--- config.mk ---
export PLATFORM = sky130hd
export DESIGN_NAME = spmv_ctrl
export DESIGN_NICKNAME = d
export VERILOG_FILES = /design/src/rtl/spmv_pkg.sv /design/src/rtl/spmv_ctrl.sv
export SDC_FILE = /design/constraint.sdc
export NUM_CORES = 1
export LEC_CHECK = 0
export BUFFER_PORTS_ARGS = -buffer_cell sky130_fd_sc_hd__buf_2
export CAP_MARGIN = 10
export CORE_AREA = 2 2 39 41
export DETAILED_ROUTE_END_ITERATION = 16
export DIE_AREA = 0 0 41 43
export HOLD_SLACK_MARGIN = 0.1
export SYNTH_ARGS = -nofsm -noshare
export SYNTH_HDL_FRONTEND = slang
export SYNTH_SLANG_ARGS = --single-unit
--- constraint.sdc ---
create_clock -name clk_i -period 2.7 [get_ports clk_i]
set_input_delay 0.135 -clock clk_i [delete_from_list [all_inputs] [get_ports clk_i]]
set_output_delay 0.135 -clock clk_i [all_outputs]
set_load 0.01 [all_outputs]
--- src/rtl/spmv_pkg.sv ---
// Shared types and constants for the ELLPACK sparse matrix-vector core.
// Used by spmv_ctrl, spmv_datapath and the top level; depends on nothing.
package spmv_pkg;

  // Default sizes of the vector store and the arithmetic.
  localparam int VectorDepthDef = 1024;
  localparam int ValueWidthDef  = 32;

  // Fixed field widths of the ports and the internal registers.
  localparam int ColumnW   = 11;
  localparam int InValueW  = 32;
  localparam int RowIdxW   = 16;
  localparam int RowSumW   = 32;
  localparam int RowWidthW = 7;
  localparam int RowCountW = 17;
  localparam int SentinelW = 11;
  localparam int SlotW     = 6;
  localparam int CfgIdxW   = 2;
  localparam int CfgDataW  = 17;

  // Configuration register indexes.
  localparam logic [CfgIdxW-1:0] CfgRowWidth = 2'd0;
  localparam logic [CfgIdxW-1:0] CfgRowCount = 2'd1;
  localparam logic [CfgIdxW-1:0] CfgSentinel = 2'd2;

  // Input command codes.
  localparam logic CmdLoad = 1'b0;
  localparam logic CmdSlot = 1'b1;

  // Controller states.
  typedef enum logic [2:0] {
    ST_IDLE,
    ST_MUL_LL,
    ST_MUL_LH,
    ST_MUL_HL,
    ST_ACC
  } ctrl_state_e;

  // Which partial product the shared multiplier forms.
  typedef enum logic [1:0] {
    MUL_LL,
    MUL_LH,
    MUL_HL
  } mul_sel_e;

  // Commands from the controller to the datapath.
  typedef struct packed {
    logic     capture;
    logic     mul_step;
    mul_sel_e mul_sel;
    logic     acc_step;
  } ctrl_cmd_t;

  // Status from the datapath to the controller.
  typedef struct packed {
    logic in_is_slot;
    logic out_free;
  } ctrl_status_t;

endpackage

--- src/rtl/spmv_ctrl.sv ---
// Sequencer of the ELLPACK core: takes beats and steps the datapath through
// the partial products and the accumulate. Depends on spmv_pkg.
module spmv_ctrl (
  input  logic                  clk_i,
  input  logic                  rst_ni,
  input  logic                  in_valid_i,
  output logic                  in_ready_o,
  input  spmv_pkg::ctrl_status_t status_i,
  output spmv_pkg::ctrl_cmd_t   cmd_o
);
  import spmv_pkg::*;

  ctrl_state_e state_q, state_d;

  // State register.
  always_ff @(posedge clk_i or negedge rst_ni) begin
    if (!rst_ni) begin
      state_q <= ST_IDLE;
    end else begin
      state_q <= state_d;
    end
  end

  // Next state and commands.
  always_comb begin
    state_d         = state_q;
    in_ready_o      = 1'b0;
    cmd_o.capture   = 1'b0;
    cmd_o.mul_step  = 1'b0;
    cmd_o.mul_sel   = MUL_LL;
    cmd_o.acc_step  = 1'b0;
    unique case (state_q)
      ST_IDLE: begin
        in_ready_o    = 1'b1;
        cmd_o.capture = in_valid_i;
        if (in_valid_i && status_i.in_is_slot) begin
          state_d = ST_MUL_LL;
        end
      end
      ST_MUL_LL: begin
        cmd_o.mul_step = 1'b1;
        cmd_o.mul_sel  = MUL_LL;
        state_d        = ST_MUL_LH;
      end
      ST_MUL_LH: begin
        cmd_o.mul_step = 1'b1;
        cmd_o.mul_sel  = MUL_LH;
        state_d        = ST_MUL_HL;
      end
      ST_MUL_HL: begin
        cmd_o.mul_step = 1'b1;
        cmd_o.mul_sel  = MUL_HL;
        state_d        = ST_ACC;
      end
      ST_ACC: begin
        // Wait until the result register can take a possible result.
        if (status_i.out_free) begin
          cmd_o.acc_step = 1'b1;
          state_d        = ST_IDLE;
        end
      end
      default: begin
        state_d = ST_IDLE;
      end
    endcase
  end

  // A matrix slot always starts the multiply sequence.
  assert property (@(posedge clk_i) disable iff (!rst_ni)
    (cmd_o.capture && status_i.in_is_slot) |=> (state_q == ST_MUL_LL))
    else $error("slot beat did not start the multiply sequence");

  // The accumulate step only fires when the result register is free.
  assert property (@(posedge clk_i) disable iff (!rst_ni)
    cmd_o.acc_step |-> status_i.out_free)
    else $error("accumulate issued while the result register is held");

  // No new beat is taken while a slot is in flight.
  assert property (@(posedge clk_i) disable iff (!rst_ni)
    in_ready_o |-> (!cmd_o.mul_step && !cmd_o.acc_step))
    else $error("input ready while the datapath is busy");

endmodule

==> impl_metrics.yaml <==
setup_path:
  critical_path.max_stage_delay_ns: 0.42
  critical_path.slowest_cell: "dfrtp_1"
  worst-r2r-setup-slack_ns: 1.76
  required_ns: 2.57
  rr_startpoint: "state_q[2]$_DFFE_PN0P_"
  criticalPathCategory: "register to output pin"
  crit_arrival_ns: 1.15
  path_cells: "nor2_1, and3_2, buf_2"
  timing.reg2reg.worst_path_depth: 2
  worst_setup_path_end_kind: "output pin"
  timing.critical_path.from_type: "register"
  critical_path.reg2reg.endpoint: "state_q[2]$_DFFE_PN0P_"
  crit_path_max_fanout: 6
logic_synthesis:
  synthesis.instances: 17
  netlist-cell-type-count: 12
  yosys_warnings: 0
  ys_seq_elements: 3
  portion_of_the_post_synthesis_area_used_by_sequential_elements: 0.4688
  synth.cell_area_sq_um: 160.2
  syn_nets: 22
  avgSynthCellArea_sq_um: 9.421
timing:
  finalClockSkew_ns: 0.0009037
  report.final.hold_viol_count: 0
  setup-tns-final_ns: 0
  unrepaired_setup_endpoints_after_global_routing: "no"
  tightest_slew_ns: 0.2021
  layout_min_cycle_time_ns: 1.284
  timing_max_transition_violations_final: 0
  setup-violations-final: 0
  timing.max_slew.rel_slack: 0.8652
  fmaxAchievable_mhz: 778.6
  timing.final.crit_share: 0.4757
power_and_ir_drop:
  power.net_switching_w: 0.0001243
  seqPwrFrac: 0.315
  cellInternalPower_w: 0.0001946
  power_switching_share: 0.3898
  p_leak_nw: 0.1383
  p_clk_frac: 0.245
  power.combinational.fraction: 0.440
  power_density_nw_per_um2: 1231
  ir_drop_v: 0.0002133
global_routing:
  via_count_of_the_first_global_routing_pass: 143
  grt_use_total: 0.05035
  gr-total-overflow: 0
  grt_start_max_net_pins: 9
  global_route_wire_length_before_repair_um: 496
  antenna_found_initial: 0
place:
  portBuffers: 10
  cell_count_after_placement: 42
  gp_congestion: 0.5596
  place.detailed.hpwl_um: 264.4
cells_and_area:
  finish.net_count: 37
  areaGrowthSynthToFinish_pct: 61.72
  largest_register_by_flop_count: "state_q"
  final_cells: 47
  drive_above_1_share: 0.4516
  diodes: 0
  flip_flop_count_of_the_largest_register_after_layout: 3
  largest_registers: "state_q (3)"
detailed_routing:
  route.vias.total: 171
  postRouteWirelength_um: 341
  antenna_violating_nets_post_route: 0
  drt_first_iter_violations: 0
  post_drt_wl_per_cell_um: 7.255
  drt_pass1_iterations: 1
  via_per_inst: 3.638
  remaining_drc_errors: 0
floorplanning:
  initial_cell_density_of_the_core: 0.1157
  num_io_pins: 11
  site_row_count: 14
  coreArea_sq_um: 1384
  chipHeight_um: 43
  die_w_um: 41
  die_area_sq_um: 1763
cts:
  clkSlewWorstSetupHoldPaths_ns: 0.04
  cts-root-buf: "clkbuf_4"
  cts_repair_resizes: 0
  tritoncts: "done"
  maximum_clock_path_buffer_count: 2
  htree_depth: 1
  clock_insertion_delay_worst_skew_ns: 0.23
  numCtsBuffers: 3
  cts_sinks: 3
outcome:
  run_status: "completed"
hold_path:
  whs_endpoint: "state_q[2]$_DFFE_PN0P_"
  min_delay_path_depth: 3
  hp-class: "input port to register"
  timing.hold.worst.start: "status_i[0]"
flow_run:
  maxCapViolations: 0
[layout make-up]
type	count	area, sq um
multi-input combinational	12	73.82
sequential	3	75.07
inverter	1	3.754
fill	168	1125
tap	16	20.02
timing repair buffer	11	60.06
clock buffer	4	26.28
[power by group through the flow]
stage	registers, W	logic [W]	clock network (W)
final	0.000100	0.000140	0.0000782
after global routing	0.000107	0.000163	0.0000854
after CTS	0.000101	0.000144	0.0000837
after detailed placement	0.000102	0.000142	0
after global placement	0.000101	0.000141	0
after floorplan	0.0000950	0.0000980	0
[cells in the mapped netlist]
| cell | instances | area share |
|---|---|---|
| and2_1 | 1 | 0.039 |
| and3b_1 | 1 | 0.055 |
| a31o_1 | 1 | 0.055 |
| inv_1 | 1 | 0.023 |
| and3_2 | 1 | 0.047 |
| nor3b_1 | 1 | 0.047 |
| xnor2_1 | 1 | 0.055 |
| dfrtp_1 | 3 | 0.47 |
| nor3_1 | 2 | 0.063 |
| a21oi_1 | 1 | 0.031 |
| buf_4 | 1 | 0.047 |
| nor2_1 | 3 | 0.070 |
[placed cells by master (no fill, tap or decap)]
master,count
and3_2,1
and2_1,1
xnor2_1,1
a31o_1,1
inv_1,1
clkbuf_1,1
nor3b_1,1
a21oi_1,1
dfrtp_1,3
nor2_1,3
nor3_1,2
buf_2,10
clkbuf_4,3
dlygate4sd3_1,1
and3b_1,1
[worst max-delay path: cells and delay by family, from the launching register on]
family | cells | cell delay, ns
buffers and inverters | 1 | 0.12
and+or+nand+nor | 2 | 0.38
DFF | 1 | 0.42
[metrics by stage]
step	utilization	setup slack [ns]	hold WS, ns	total power [W]	area [sq um]
after floorplan	-	1.575	-0.1606	0.0001930	160.2
after global placement	0.1609	1.663	-0.06902	0.0002418	222.7
after detailed placement	0.1609	1.655	-0.06948	0.0002435	222.7
after CTS	0.1872	1.390	0.2063	0.0003286	259.0
after global routing	0.1872	1.305	0.2223	0.0003548	259.0
final	0.1872	1.416	0.2139	0.0003189	259.0
[metal layers]
| layer | share of wire | global-route usage | routed length (um) | vias to the layer above |
|---|---|---|---|---|
| met5 | 0 | 0 | 0 | - |
| met4 | 0 | 0.08000 | 0 | 0 |
| met3 | 0.13 | 0.03141 | 44 | 0 |
| met2 | 0.45 | 0.05625 | 154 | 8 |
| met1 | 0.42 | 0.04545 | 142 | 78 |
| li1 | - | - | - | 85 |
[kinds of logic after synthesis]
logic type | Yosys count | share of synthesized area
compound gates | 2 | 0.08592
simple gates | 9 | 0.3204
flops | 3 | 0.4687
xor+xnor | 1 | 0.05470
buf+inv | 2 | 0.07031
[what timing repair did]
item	in CTS	in global routing
hold buffers	1	0
endpoints found under the hold margin	3	0
buffers inserted	0	0
[how the worst max path moves through the flow]
| stage | from | end | slack (ns) | depth (start not counted) |
|---|---|---|---|---|
| 6_report | state_q[1]$_DFFE_PN0P_ | cmd_o[0] | 1.42 | 3 |
| 5_1_grt | state_q[1]$_DFFE_PN0P_ | cmd_o[0] | 1.30 | 3 |
| 3_5_place_dp | state_q[1]$_DFFE_PN0P_ | cmd_o[0] | 1.65 | 3 |
| 2_1_floorplan | state_q[1]$_DFFE_PN0P_ | cmd_o[4] | 1.57 | 2 |
| 3_3_place_gp | state_q[1]$_DFFE_PN0P_ | cmd_o[4] | 1.66 | 3 |
| 4_1_cts | state_q[1]$_DFFE_PN0P_ | cmd_o[0] | 1.39 | 3 |
Note: power is estimated with default switching activity, not from simulation.
